--- config.mk ---
export PLATFORM = sky130hd
export DESIGN_NAME = i2c_register_map_slave_top
export DESIGN_NICKNAME = d
export VERILOG_FILES = /design/src/sv/i2crms_pkg.sv /design/src/sv/i2crms_ctrl.sv /design/src/sv/i2crms_dpath.sv /design/src/sv/i2c_register_map_slave_top.sv
export SDC_FILE = /design/constraint.sdc
export NUM_CORES = 1
export LEC_CHECK = 0
export BUFFER_PORTS_ARGS = -buffer_cell sky130_fd_sc_hd__buf_2
export CAP_MARGIN = 30
export CORE_MARGIN = 3
export CORE_UTILIZATION = 59
export CTS_BUF_LIST = sky130_fd_sc_hd__clkbuf_8
export DETAILED_ROUTE_END_ITERATION = 8
export PLACE_DENSITY = 0.79
export SLEW_MARGIN = 10
export SYNTH_ARGS = -nofsm -noshare
export SYNTH_HDL_FRONTEND = slang
export SYNTH_HIERARCHICAL = 1
export SYNTH_SLANG_ARGS = --single-unit
--- constraint.sdc ---
create_clock -name clk -period 6.9 [get_ports clk]
set_input_delay 0.69 -clock clk [delete_from_list [all_inputs] [get_ports clk]]
set_output_delay 0.69 -clock clk [all_outputs]
set_load 0.03 [all_outputs]
--- src/sv/i2crms_pkg.sv ---
// Shared constants, register codes and controller/datapath interface types
// for the I2C register-map slave. No dependencies.
package i2crms_pkg;

    // Default channel counts
    localparam int PWM_CHANNELS_DEF = 8;
    localparam int ADC_CHANNELS_DEF = 16;

    // Field widths
    localparam int CMD_W     = 2;
    localparam int BYTE_W    = 8;
    localparam int LIDX_W    = 4;
    localparam int SAMPLE_W  = 16;
    localparam int STORE_AW  = 6;
    localparam int STORE_D   = 64;
    localparam int PCH_W     = 3;
    localparam int ACH_W     = 4;
    localparam int CFG_IDX_W = 2;
    localparam int GPIO_BYTES = 3;

    // Item commands
    localparam logic [CMD_W-1:0] CMD_XFER = 2'd0;
    localparam logic [CMD_W-1:0] CMD_ADC  = 2'd1;
    localparam logic [CMD_W-1:0] CMD_GPIO = 2'd2;

    // Configuration register indexes
    localparam logic [CFG_IDX_W-1:0] REG_DEV_ADDR  = 2'd0;
    localparam logic [CFG_IDX_W-1:0] REG_SW_REV    = 2'd1;
    localparam logic [CFG_IDX_W-1:0] REG_MODE_LOW  = 2'd2;
    localparam logic [CFG_IDX_W-1:0] REG_MODE_HIGH = 2'd3;

    // Register map codes
    localparam logic [BYTE_W-1:0] CODE_NOCHANGE  = 8'h00;
    localparam logic [BYTE_W-1:0] CODE_REV       = 8'h01;
    localparam logic [BYTE_W-1:0] CODE_PWM0      = 8'h02;
    localparam logic [BYTE_W-1:0] CODE_PWM7      = 8'h09;
    localparam logic [BYTE_W-1:0] CODE_ADC_FIRST = 8'h14;
    localparam logic [BYTE_W-1:0] CODE_ADC_LAST  = 8'h33;
    localparam logic [BYTE_W-1:0] CODE_GPIO0     = 8'h34;
    localparam logic [BYTE_W-1:0] CODE_GPIO1     = 8'h35;
    localparam logic [BYTE_W-1:0] CODE_MODE0     = 8'h36;
    localparam logic [BYTE_W-1:0] CODE_MODE1     = 8'h37;
    localparam logic [BYTE_W-1:0] CODE_SOFTOC    = 8'h38;
    localparam logic [BYTE_W-1:0] CODE_INVALID   = 8'h39;
    localparam logic [BYTE_W-1:0] CODE_DEBUG     = 8'hFE;

    localparam logic [STORE_AW-1:0] IDX_INVALID  = 6'h39;
    localparam logic [BYTE_W-1:0]   BYTE_INVALID = 8'hFF;

    // Commands from controller to datapath
    typedef struct packed {
        logic capture;   // latch the accepted input word
        logic exec;      // apply writes/loads, store the read byte
        logic wr_hi;     // store the ADC high byte
        logic rd;        // read the store at the last code
        logic out_load;  // move the result into the output register
    } i2crms_cmd_t;

    // Status from datapath to controller
    typedef struct packed {
        logic need_hi;   // current item is an ADC LSB read
    } i2crms_sts_t;

endpackage

--- src/sv/i2crms_ctrl.sv ---
// Sequencing controller for the I2C register-map slave.
// Depends on i2crms_pkg for the command and status types.
module i2crms_ctrl
    import i2crms_pkg::*;
(
    input  logic        clk,
    input  logic        rst_n,
    input  logic        in_valid,
    output logic        in_ready,
    output logic        out_valid,
    input  logic        out_ready,
    input  i2crms_sts_t sts,
    output i2crms_cmd_t cmd
);

    localparam logic [2:0] ST_IDLE = 3'd0;
    localparam logic [2:0] ST_EXEC = 3'd1;
    localparam logic [2:0] ST_WRHI = 3'd2;
    localparam logic [2:0] ST_READ = 3'd3;
    localparam logic [2:0] ST_DONE = 3'd4;

    logic [2:0] state_reg;
    logic [2:0] state_next;
    logic       out_valid_reg;
    logic       out_valid_next;

    // Step through one item at a time
    always_comb
    begin
        state_next = state_reg;
        cmd        = '0;
        case (state_reg)
            ST_IDLE:
            begin
                if (in_valid)
                begin
                    cmd.capture = 1'b1;
                    state_next  = ST_EXEC;
                end
            end
            ST_EXEC:
            begin
                cmd.exec   = 1'b1;
                state_next = sts.need_hi ? ST_WRHI : ST_READ;
            end
            ST_WRHI:
            begin
                cmd.wr_hi  = 1'b1;
                state_next = ST_READ;
            end
            ST_READ:
            begin
                cmd.rd     = 1'b1;
                state_next = ST_DONE;
            end
            ST_DONE:
            begin
                // hold until the output register is free
                if (!out_valid_reg || out_ready)
                begin
                    cmd.out_load = 1'b1;
                    state_next   = ST_IDLE;
                end
            end
            default:
            begin
                state_next = ST_IDLE;
            end
        endcase
    end

    // Track the output word
    always_comb
    begin
        out_valid_next = out_valid_reg;
        if (cmd.out_load)
            out_valid_next = 1'b1;
        else if (out_ready)
            out_valid_next = 1'b0;
    end

    always_ff @(posedge clk or negedge rst_n)
    begin
        if (!rst_n)
        begin
            state_reg     <= ST_IDLE;
            out_valid_reg <= 1'b0;
        end
        else
        begin
            state_reg     <= state_next;
            out_valid_reg <= out_valid_next;
        end
    end

    assign in_ready  = (state_reg == ST_IDLE);
    assign out_valid = out_valid_reg;

endmodule

--- src/sv/i2crms_dpath.sv ---
// Datapath for the I2C register-map slave: config, PWM/ADC/GPIO state,
// response store memory and output register. Depends on i2crms_pkg.
module i2crms_dpath
    import i2crms_pkg::*;
#(
    parameter int PWM_CHANNELS = PWM_CHANNELS_DEF,
    parameter int ADC_CHANNELS = ADC_CHANNELS_DEF
)
(
    input  logic                 clk,
    input  logic                 rst_n,
    input  logic                 cfg_we,
    input  logic [CFG_IDX_W-1:0] cfg_index,
    input  logic [BYTE_W-1:0]    cfg_wdata,
    input  logic [CMD_W-1:0]     command,
    input  logic [BYTE_W-1:0]    dev_addr,
    input  logic [BYTE_W-1:0]    reg_code,
    input  logic [BYTE_W-1:0]    wdata,
    input  logic                 has_payload,
    input  logic [LIDX_W-1:0]    load_index,
    input  logic [SAMPLE_W-1:0]  load_value,
    input  i2crms_cmd_t          cmd,
    output i2crms_sts_t          sts,
    output logic [BYTE_W-1:0]    rdata,
    output logic                 addressed,
    output logic                 latch_reset,
    output logic                 pwm_written,
    output logic [PCH_W-1:0]     pwm_channel,
    output logic [BYTE_W-1:0]    pwm_value
);

    localparam int PW = (PWM_CHANNELS > 1) ? $clog2(PWM_CHANNELS) : 1;
    localparam int AW = (ADC_CHANNELS > 1) ? $clog2(ADC_CHANNELS) : 1;

    // Configuration registers
    logic [BYTE_W-1:0] dev_addr_reg;
    logic [BYTE_W-1:0] sw_rev_reg;
    logic [BYTE_W-1:0] mode_low_reg;
    logic [BYTE_W-1:0] mode_high_reg;

    // Captured input word
    logic [CMD_W-1:0]    cmd_q_reg;
    logic [BYTE_W-1:0]   addr_q_reg;
    logic [BYTE_W-1:0]   code_q_reg;
    logic [BYTE_W-1:0]   wdata_q_reg;
    logic                pay_q_reg;
    logic [LIDX_W-1:0]   lidx_q_reg;
    logic [SAMPLE_W-1:0] lval_q_reg;

    // Map state
    logic [BYTE_W-1:0]   pwm_level_reg [PWM_CHANNELS];
    logic [SAMPLE_W-1:0] adc_sample_reg [ADC_CHANNELS];
    logic [BYTE_W-1:0]   gpio_byte_reg [GPIO_BYTES];
    logic [BYTE_W-1:0]   debug_reg;
    logic [STORE_AW-1:0] last_idx_reg;
    logic [BYTE_W-1:0]   hi_byte_reg;

    // Response store
    logic [BYTE_W-1:0]   store_mem [STORE_D];
    logic [STORE_D-1:0]  store_valid_reg;
    logic [BYTE_W-1:0]   rd_data_reg;

    // Pending result flags
    logic                addr_p_reg;
    logic                latch_p_reg;
    logic                pw_p_reg;
    logic [PCH_W-1:0]    pch_p_reg;
    logic [BYTE_W-1:0]   pval_p_reg;

    // Output register
    logic [BYTE_W-1:0]   rdata_reg;
    logic                addressed_reg;
    logic                latch_reg;
    logic                pw_reg;
    logic [PCH_W-1:0]    pch_reg;
    logic [BYTE_W-1:0]   pval_reg;

    // Decode signals
    logic                match;
    logic                wr_en;
    logic                is_pwm;
    logic [BYTE_W-1:0]   pch_full;
    logic [PCH_W-1:0]    pch;
    logic                pwm_ok;
    logic                pwm_wr;
    logic                latch_wr;
    logic                dbg_wr;
    logic [BYTE_W-1:0]   dbg_new;
    logic [BYTE_W-1:0]   pwm_rd;
    logic [BYTE_W-1:0]   plain_val;
    logic                is_adc;
    logic [BYTE_W-1:0]   adc_off;
    logic [ACH_W-1:0]    ach;
    logic [SAMPLE_W-1:0] sample;
    logic                adc_load;
    logic                gpio_load;
    logic                st_we;
    logic [STORE_AW-1:0] st_waddr;
    logic [BYTE_W-1:0]   st_wdata;
    logic                last_upd;
    logic [STORE_AW-1:0] last_idx_next;
    logic                need_hi;

    // Decode the captured transaction
    always_comb
    begin
        match    = (cmd_q_reg == CMD_XFER) && (addr_q_reg == dev_addr_reg);
        wr_en    = match && pay_q_reg;
        is_pwm   = (code_q_reg >= CODE_PWM0) && (code_q_reg <= CODE_PWM7);
        pch_full = code_q_reg - CODE_PWM0;
        pch      = pch_full[PCH_W-1:0];
        pwm_ok   = is_pwm && (32'(pch) < PWM_CHANNELS);
        pwm_wr   = wr_en && pwm_ok;
        latch_wr = wr_en && ((code_q_reg == CODE_GPIO0) || (code_q_reg == CODE_GPIO1));
        dbg_wr   = wr_en && (code_q_reg == CODE_DEBUG);
        dbg_new  = dbg_wr ? wdata_q_reg : debug_reg;

        // read sees the level written by the same transaction
        if (!pwm_ok)
            pwm_rd = '0;
        else if (pwm_wr)
            pwm_rd = wdata_q_reg;
        else
            pwm_rd = pwm_level_reg[pch[PW-1:0]];

        case (code_q_reg)
            CODE_REV:    plain_val = sw_rev_reg;
            CODE_GPIO0:  plain_val = gpio_byte_reg[0];
            CODE_GPIO1:  plain_val = gpio_byte_reg[1];
            CODE_MODE0:  plain_val = mode_low_reg;
            CODE_MODE1:  plain_val = mode_high_reg;
            CODE_SOFTOC: plain_val = gpio_byte_reg[2];
            default:     plain_val = is_pwm ? pwm_rd : BYTE_INVALID;
        endcase

        is_adc  = (code_q_reg >= CODE_ADC_FIRST) && (code_q_reg <= CODE_ADC_LAST);
        adc_off = code_q_reg - CODE_ADC_FIRST;
        ach     = adc_off[ACH_W:1];
        sample  = (32'(ach) < ADC_CHANNELS) ? adc_sample_reg[ach[AW-1:0]] : '0;

        adc_load  = (cmd_q_reg == CMD_ADC) && (32'(lidx_q_reg) < ADC_CHANNELS);
        gpio_load = (cmd_q_reg == CMD_GPIO) && (32'(lidx_q_reg) < GPIO_BYTES);
    end

    // Pick the store write and the new last code
    always_comb
    begin
        st_we         = 1'b0;
        st_waddr      = code_q_reg[STORE_AW-1:0];
        st_wdata      = plain_val;
        last_upd      = match && (code_q_reg != CODE_NOCHANGE);
        last_idx_next = code_q_reg[STORE_AW-1:0];
        need_hi       = 1'b0;
        if (code_q_reg == CODE_DEBUG)
        begin
            st_we         = last_upd;
            st_waddr      = IDX_INVALID;
            st_wdata      = (dbg_new != '0) ? dbg_new : BYTE_INVALID;
            last_idx_next = IDX_INVALID;
        end
        else if (code_q_reg >= CODE_INVALID)
        begin
            st_we         = last_upd;
            st_waddr      = IDX_INVALID;
            st_wdata      = BYTE_INVALID;
            last_idx_next = IDX_INVALID;
        end
        else if (is_adc)
        begin
            // LSB read locks the MSB; MSB read copies nothing
            st_we    = last_upd && !code_q_reg[0];
            st_wdata = sample[BYTE_W-1:0];
            need_hi  = last_upd && !code_q_reg[0];
        end
        else
        begin
            st_we = last_upd;
        end

        if (!cmd.exec)
        begin
            st_we = cmd.wr_hi;
            if (cmd.wr_hi)
            begin
                st_waddr = code_q_reg[STORE_AW-1:0] + STORE_AW'(1);
                st_wdata = hi_byte_reg;
            end
        end
    end

    assign sts.need_hi = need_hi;

    // Capture the input word and hold the unreset payload
    always_ff @(posedge clk)
    begin
        if (cmd.capture)
        begin
            cmd_q_reg   <= command;
            addr_q_reg  <= dev_addr;
            code_q_reg  <= reg_code;
            wdata_q_reg <= wdata;
            pay_q_reg   <= has_payload;
            lidx_q_reg  <= load_index;
            lval_q_reg  <= load_value;
        end
        if (cmd.exec)
        begin
            hi_byte_reg <= sample[SAMPLE_W-1:BYTE_W];
            addr_p_reg  <= match;
            latch_p_reg <= latch_wr;
            pw_p_reg    <= pwm_wr;
            pch_p_reg   <= pwm_wr ? pch : '0;
            pval_p_reg  <= pwm_wr ? wdata_q_reg : '0;
        end
        if (st_we)
            store_mem[st_waddr] <= st_wdata;
        if (cmd.rd)
            rd_data_reg <= store_valid_reg[last_idx_reg] ? store_mem[last_idx_reg] : '0;
        if (cmd.out_load)
        begin
            rdata_reg     <= rd_data_reg;
            addressed_reg <= addr_p_reg;
            latch_reg     <= latch_p_reg;
            pw_reg        <= pw_p_reg;
            pch_reg       <= pch_p_reg;
            pval_reg      <= pval_p_reg;
        end
    end

    // Update config and map state
    always_ff @(posedge clk or negedge rst_n)
    begin
        if (!rst_n)
        begin
            dev_addr_reg    <= '0;
            sw_rev_reg      <= '0;
            mode_low_reg    <= '0;
            mode_high_reg   <= '0;
            debug_reg       <= '0;
            last_idx_reg    <= '0;
            store_valid_reg <= '0;
            for (int i = 0; i < PWM_CHANNELS; i++)
                pwm_level_reg[i] <= '0;
            for (int i = 0; i < ADC_CHANNELS; i++)
                adc_sample_reg[i] <= '0;
            for (int i = 0; i < GPIO_BYTES; i++)
                gpio_byte_reg[i] <= '0;
        end
        else
        begin
            if (cfg_we)
            begin
                case (cfg_index)
                    REG_DEV_ADDR:  dev_addr_reg  <= cfg_wdata;
                    REG_SW_REV:    sw_rev_reg    <= cfg_wdata;
                    REG_MODE_LOW:  mode_low_reg  <= cfg_wdata;
                    REG_MODE_HIGH: mode_high_reg <= cfg_wdata;
                    default:       dev_addr_reg  <= dev_addr_reg;
                endcase
            end
            if (st_we)
                store_valid_reg[st_waddr] <= 1'b1;
            if (cmd.exec)
            begin
                if (pwm_wr)
                    pwm_level_reg[pch[PW-1:0]] <= wdata_q_reg;
                if (dbg_wr)
                    debug_reg <= wdata_q_reg;
                if (last_upd)
                    last_idx_reg <= last_idx_next;
                if (adc_load)
                    adc_sample_reg[lidx_q_reg[AW-1:0]] <= lval_q_reg;
                if (gpio_load)
                    gpio_byte_reg[lidx_q_reg[1:0]] <= lval_q_reg[BYTE_W-1:0];
            end
        end
    end

    assign rdata       = rdata_reg;
    assign addressed   = addressed_reg;
    assign latch_reset = latch_reg;
    assign pwm_written = pw_reg;
    assign pwm_channel = pch_reg;
    assign pwm_value   = pval_reg;

endmodule

--- src/sv/i2c_register_map_slave_top.sv ---
// Each accepted word passes through the controller states in order: EXEC, where it is
// decoded and applied; for an ADC low-byte read only, WRHI, because that read writes
// two bytes through the response store's single write port; READ, the response store's
// registered read; and DONE, where the result moves into the output register, waiting
// there while that register still holds an untaken result. The controller then goes
// back to idle, where the next word is taken, so a new word is accepted only once the
// last one has reached the output register. The result stays in the output register
// until taken, and the next word is accepted meanwhile. Configuration writes go straight
// to the configuration registers, without passing through the controller.
// Depends on i2crms_pkg, i2crms_ctrl and i2crms_dpath.
module i2c_register_map_slave_top
    import i2crms_pkg::*;
#(
    parameter int PWM_CHANNELS = PWM_CHANNELS_DEF,
    parameter int ADC_CHANNELS = ADC_CHANNELS_DEF
)
(
    input  logic                 clk,
    input  logic                 rst_n,
    input  logic                 cfg_we,
    input  logic [CFG_IDX_W-1:0] cfg_index,
    input  logic [BYTE_W-1:0]    cfg_wdata,
    input  logic                 in_valid,
    output logic                 in_ready,
    input  logic [CMD_W-1:0]     command,
    input  logic [BYTE_W-1:0]    dev_addr,
    input  logic [BYTE_W-1:0]    reg_code,
    input  logic [BYTE_W-1:0]    wdata,
    input  logic                 has_payload,
    input  logic [LIDX_W-1:0]    load_index,
    input  logic [SAMPLE_W-1:0]  load_value,
    output logic                 out_valid,
    input  logic                 out_ready,
    output logic [BYTE_W-1:0]    rdata,
    output logic                 addressed,
    output logic                 latch_reset,
    output logic                 pwm_written,
    output logic [PCH_W-1:0]     pwm_channel,
    output logic [BYTE_W-1:0]    pwm_value
);

    i2crms_cmd_t cmd;
    i2crms_sts_t sts;

    // Sequence each word
    i2crms_ctrl u_ctrl
    (
        .clk       (clk),
        .rst_n     (rst_n),
        .in_valid  (in_valid),
        .in_ready  (in_ready),
        .out_valid (out_valid),
        .out_ready (out_ready),
        .sts       (sts),
        .cmd       (cmd)
    );

    // Hold the register map and response store
    i2crms_dpath
    #(
        .PWM_CHANNELS (PWM_CHANNELS),
        .ADC_CHANNELS (ADC_CHANNELS)
    )
    u_dpath
    (
        .clk         (clk),
        .rst_n       (rst_n),
        .cfg_we      (cfg_we),
        .cfg_index   (cfg_index),
        .cfg_wdata   (cfg_wdata),
        .command     (command),
        .dev_addr    (dev_addr),
        .reg_code    (reg_code),
        .wdata       (wdata),
        .has_payload (has_payload),
        .load_index  (load_index),
        .load_value  (load_value),
        .cmd         (cmd),
        .sts         (sts),
        .rdata       (rdata),
        .addressed   (addressed),
        .latch_reset (latch_reset),
        .pwm_written (pwm_written),
        .pwm_channel (pwm_channel),
        .pwm_value   (pwm_value)
    );

endmodule

== Word level (Yosys, flattened, before mapping) ==
Memory sizes are Yosys's and may differ from the RTL's. A register that Yosys moved wholly into a read port is not among the register bits.
Index checks and enable logic that the tools add are counted.
W data, S select, Z words.

* Add/subtract/negate cells: 3
* Muxes and demuxes: 55
* Eq/ne operators: 19
* Reduce and logical (&&, ||, !) cells: 34
* Bitwise gates (word level): 5
* Order comparisons: 16

{| class="wikitable"
|+ Operator list
! operator !! number
|-
| $bwmux W256 || 1
|-
| $mux W8 || 13
|-
| $bmux W16 S4 || 1
|-
| $bwmux W64 || 1
|-
| $demux W16 S4 || 1
|-
| $or A64 B64 Y64 || 1
|-
| $mux W16 || 3
|-
| $pmux W8 S6 || 1
|-
| $eq A8 B6 Y1 const B || 5
|-
| $bmux W8 S3 || 1
|-
| $bwmux W24 || 1
|-
| $demux W8 S3 || 1
|-
| $mux W6 || 4
|-
| $mux W1 || 21
|-
| $reduce_and A2 Y1 || 9
|-
| $demux W8 S2 || 1
|-
| $reduce_bool A8 Y1 || 2
|-
| $pmux W3 S5 || 1
|-
| $logic_and A1 B1 Y1 || 14
|-
| $lt A6 B7 Y1 const B || 2
|-
| $ge A5 B5 Y1 const B || 2
|-
| $not A4 Y5 || 2
|-
| $eq A8 B1 Y1 const B || 1
|-
| $eq A8 B8 Y1 || 1
|-
| 33 further kinds || 42
|}

* Output and inout bits: 24
* Memories kept: 1
* Register bits after elaboration: 549
* Logic and storage cells: 188
* Bits of input ports: 62
* Memory bits (writable): 512

{| class="wikitable"
|+ Memory list
! name !! depth !! bits a word !! rd ports !! clocked after Yosys merged registers in !! write ports !! RTL line !! source
|-
| u_dpath.store_mem || 64 || 8 || 1 || 1 || 1 || i2crms_dpath.sv:59 || <nowiki>logic [BYTE_W-1:0] store_mem [STORE_D];</nowiki>
|}

== Depth between registers and ports, before layout ==
* Depth after elaboration: 13
* Mapped depth: 14
* Gate-level depth less buffers: 8

== By module ==
Netlist, hierarchy kept.

{| class="wikitable"
|+ Modules (own cells, without submodules)
! module !! sequential area each (um^2) !! area each (um^2) !! times used !! cells an instance
|-
| i2crms_dpath || 29,708.5 || 44,177.4 || 1 || 2,463
|-
| i2crms_ctrl || 100.1 || 231.5 || 1 || 23
|}

== Worst setup path after synthesis ==
Ideal clock, no wire load.

* Path kind: register -> register
* From: register u_dpath.code_q_reg[1]
* To: memory u_dpath.store_mem[0][7] (data pin)
* Path slack: -0.654 ns
* Arrival time: 6.647 ns
* Path buffers: 6
* Required time: 5.993 ns
* Stages on the path, launching flop included: 14
* Period minus slack after synthesis: 7.554 ns
* Setup time: 0.907 ns
* Cell sequence: edfxtp_1 > buf_2 > buf_2 > buf_2 > buf_2 > inv_1 > ha_1 > clkbuf_1 > o31ai_1 > a21oi_1 > or2_2 > clkbuf_1 > o31a_1 > o41ai_1

* Word-level cells in the longest chain between the ends: 13
* Elaborated cells on any way between the ends: 37
* Those cells by class: 2 x add/sub; 5 x order compare; 7 x eq/ne; 16 x mux; 2 x bitwise; 5 x reduce/logical

{| class="wikitable"
|+ Ends and longest elaborated chain
! item !! RTL line !! source
|-
| start, declared || i2crms_dpath.sv:44 || <nowiki>logic [BYTE_W-1:0] code_q_reg;</nowiki>
|-
| start signal, assigned || i2crms_dpath.sv:200 || <nowiki>code_q_reg <= reg_code;</nowiki>
|-
| $sub A3 B2 Y3 * || i2crms_dpath.sv:110 || <nowiki>pch_full = code_q_reg - CODE_PWM0;</nowiki>
|-
| net u_dpath.pch_full[1] || i2crms_dpath.sv:82 || <nowiki>logic [BYTE_W-1:0] pch_full;</nowiki>
|-
| $not A3 Y4 (implied by the code) * || i2crms_dpath.sv:124 || <nowiki>pwm_rd = pwm_level_reg[pch[PW-1:0]];</nowiki>
|-
| $bmux W8 S3 * || i2crms_dpath.sv:124 ||
|-
| $mux W8 (implied by the code) * (2 in series) || i2crms_dpath.sv:124 ||
|-
| $mux W8 * || i2crms_dpath.sv:121 || <nowiki>else if (pwm_wr)</nowiki>
|-
| $mux W8 * || i2crms_dpath.sv:133 || <nowiki>default: plain_val = is_pwm ? pwm_rd : BYTE_INVALID;</nowiki>
|-
| $pmux W8 S6 * || i2crms_dpath.sv:126 || <nowiki>case (code_q_reg)</nowiki>
|-
| $mux W8 * || i2crms_dpath.sv:168 || <nowiki>else if (is_adc)</nowiki>
|-
| $mux W8 * || i2crms_dpath.sv:161 || <nowiki>else if (code_q_reg >= CODE_INVALID)</nowiki>
|-
| $mux W8 * || i2crms_dpath.sv:154 || <nowiki>if (code_q_reg == CODE_DEBUG)</nowiki>
|-
| $mux W8 || i2crms_dpath.sv:183 || <nowiki>if (cmd.wr_hi)</nowiki>
|-
| $mux W8 * || i2crms_dpath.sv:180 || <nowiki>if (!cmd.exec)</nowiki>
|-
| net u_dpath.st_wdata[7] || i2crms_dpath.sv:99 || <nowiki>logic [BYTE_W-1:0] st_wdata;</nowiki>
|-
| end, declared || i2crms_dpath.sv:59 ||
|}

The timed path passes the listed nets; every way through them passes the cells marked *. The select of a mux whose other input is x is not followed.

== Worst setup path after layout ==
* From: register u_dpath.code_q_reg[0]
* To: memory u_dpath.store_mem[24][0], enable pin

* Word-level cells in the longest chain between the ends: 9
* Elaborated cells on any way between the ends: 20
* Those cells by class: 1 x add/sub; 3 x order compare; 1 x eq/ne; 10 x mux; 5 x reduce/logical

{| class="wikitable"
|+ Ends and longest elaborated chain
! item
|-
| branches (longest 9 deep; another with $ge A8 B5 Y1)
|}

Several ways; the timed one is not identified.

==> impl_metrics.ini <==
[power]
power_density_nw_per_um2 = 340
p_leak_nw = 18.9
ir_drop_uv = 250
p_total_mw = 16.7

[critical_path]
worstSetupPathType = flop to flop
start_kind = flop
ff2ff_setup_slack_ns = 2.09
cp_max_fo = 26
worstReg2RegEnd = u_dpath/store_mem[24][0]$_DFFE_PP_
endpoint_kind = flop
required_ns = 7.33
critPathArrivalTime_ns = 5.24
r2r_cells = 10
r2r-start = u_dpath/code_q_reg[0]$_DFFE_PP_

[grt]
grt_max_degree = 171
grt_pass1_wl_mm = 155
track_usage_pct = 26.5
antenna_found_initial = 3
grt_overflow_total = 0
grt_pass1_vias = 25100

[synthesis]
synth_area_um2 = 44400
synth_most_common_cell = edfxtp_1
synthCells = 2486
synth_edf_count = 611
yosys_warnings = 6
yosysSeqAreaShare_pct = 67.1
syn_area_per_cell_um2 = 17.9
synth_area_leader_cell = edfxtp_1
synth_cell_types = 72
ys_top_cells_by_count = edfxtp_1, dfrtp_1, mux2_2
ys.flop_type = edfxtp_1
synth_nets = 2561
synth_seq_cells = 1069
synthTopCellsByArea = edfxtp_1, dfrtp_1, mux4_2
postSynth.asyncResetShare_pct = 42.8
synth_top_area_share_pct = 41.3

[detailed_routing]
avgRoutedWirePerCell_um = 27.1
dr.first_iter.drc_count = 2319
antenna_left = 0
dr.pass1.iters = 7
routed_wirelength_mm = 101
detail_route.drc_violations = 0
vias = 24000
via_per_inst = 6.45

[timing]
fin_worst_skew_ns = 0.0472
tightest_slew_ns = 1.02
setup_tns_ns = 0
layout_min_cycle_time_ns = 4.81
setup_violations = 0
hold_viol = 0
slew_viol_final = 0
rsz0062_at_grt = false
period_share_pct = 69.7
slew_headroom_pct = 32.3
fmax_mhz = 208

[place]
dp_hpwl_mm = 63.5
gp_congestion = 0.920
portBuffers = 85

[die]
die-area_um2 = 78600
die_h_um = 280
core_area_um2 = 73700
start_util_pct = 60.3
die_width_um = 280
io_pins = 86
rows = 99

[clock_network]
postCtsResizedCells = 0
numCtsBuffers = 165
htreeDepth = 4
cts_setup_buffers = 0
clk_pin_slew_ns = 0.06
cts_buffer_depth = 3
root_buffer = clkbuf_8
clock-sinks = 1069
tritoncts = yes
clk_latency_ns = 0.81

[cells_and_area]
largest_reg_flops = 512
multi_input_area_um2 = 14000
num-fill-cells = 4663
layout.area.seq_um2 = 29800
syn_to_final_growth_pct = 10.8
nNetsFinal = 2709
post_route_cells_drive_above_1_share_pct = 38.5

[hold_path]
hold_class = primary input to asynchronous set/reset pin

[flow_run]
drv_cap = 0

[outcome]
status = completed
-- metal layers --
| layer | track usage (%) | vias to the layer above | share of wire [%] |
|---|---|---|---|
| met1 | 36.8 | 12600 | 39 |
| met5 | 0 | - | 0 |
| met3 | 5.35 | 201 | 7.9 |
| met4 | 7.97 | 0 | 2.7 |
| met2 | 43.1 | 1168 | 50 |
| li1 | - | 10100 | - |
-- how the worst max path moves through the flow --
stage | startpoint | endpoint | slack (ns) | cells past startpoint
floorplan | u_ctrl/state_reg[1]$_DFFE_PN0P_ | u_dpath/store_mem[0][6]$_DFFE_PP_ | 0.85 | 9
global placement | u_dpath/code_q_reg[0]$_DFFE_PP_ | u_dpath/store_mem[0][3]$_DFFE_PP_ | 1.79 | 9
detailed placement | u_dpath/code_q_reg[0]$_DFFE_PP_ | u_dpath/store_mem[23][5]$_DFFE_PP_ | 2.19 | 9
CTS | u_dpath/code_q_reg[0]$_DFFE_PP_ | u_dpath/store_mem[23][1]$_DFFE_PP_ | 2.18 | 9
global route | u_dpath/code_q_reg[0]$_DFFE_PP_ | u_dpath/store_mem[24][1]$_DFFE_PP_ | 1.89 | 10
finish | u_dpath/code_q_reg[0]$_DFFE_PP_ | u_dpath/store_mem[24][0]$_DFFE_PP_ | 2.09 | 10
-- report_power, final --
group / total (mW) / internal [mW] / switching (mW) / leakage [nW]
Sequential: 8.79 / 8.24 / 0.547 / 11.6
Clock: 4.91 / 2.53 / 2.38 / 1.82
Combinational: 3.03 / 1.24 / 1.79 / 5.41
-- cells by family (layout without fill, tap and decap cells) --
group / count (synthesis) / after routing / share of synthesized area (%)
other cells: 0 / 1 / 0
xor+xnor: 12 / 12 / 0.237
simple gates: 317 / 317 / 3.56
flops: 1069 / 1069 / 67.1
buf+inv: 181 / 457 / 1.67
compound gates: 224 / 224 / 3.56
fa+ha+maj: 13 / 13 / 0.366
mux: 670 / 670 / 23.5
-- layout make-up --
class                      count  area share, %
tap                          959           2.44
inverter                      11         0.0839
clock inverter               111           1.17
timing repair buffer         151           2.21
clock buffer                 184           5.15
multi-input combinational   1236           28.4
antenna                        1        0.00508
sequential                  1069           60.6
-- stage by stage --
step	instances	setup slack (ns)	hold slack, ns	util (%)	area (um2)
2_1_floorplan	2486	0.851	0.394	-	44400
3_3_place_gp	3403	1.79	0.404	62.2	45800
3_5_place_dp	3413	2.19	0.405	62.4	46000
4_1_cts	3718	2.18	0.000612	66.7	49200
5_1_grt	3722	1.89	0.0131	66.8	49200
6_report	3722	2.09	0.0146	66.8	49200
-- layout by cell type, fill, tap and decap left out, types with 14 or more instances in the layout --
| master | count |
|---|---|
| edfxtp_1 | 611 |
| dfrtp_1 | 455 |
| mux2_2 | 406 |
| mux4_2 | 257 |
| clkbuf_8 | 184 |
| nor2_1 | 92 |
| nand2_1 | 87 |
| buf_2 | 86 |
| inv_1 | 73 |
| o21bai_1 | 65 |
| buf_4 | 41 |
| o21ai_0 | 30 |
| clkinv_1 | 22 |
| a21oi_1 | 22 |
| nor3_1 | 19 |
| nand2b_1 | 17 |
| a211oi_1 | 16 |
| a22oi_1 | 16 |
| o22ai_1 | 14 |
-- critical path, stage by stage, from the launching register on --
cell and delay [ns]:
edfxtp_1 0.35, buf_4 0.25, inv_1 0.47, ha_1 0.53
or3b_2 0.52, a211oi_1 0.54, mux2i_1 0.14, o22ai_1 0.24
nand3_1 0.43, buf_4 0.35, nor2_1 0.60
-- repair_timing --
action	4_1_cts	5_1_grt
hold buffers	10	0
endpoints found under the setup margin	0	0
endpoints found under the hold margin	10	0
Power figures use the tool's default switching activity.
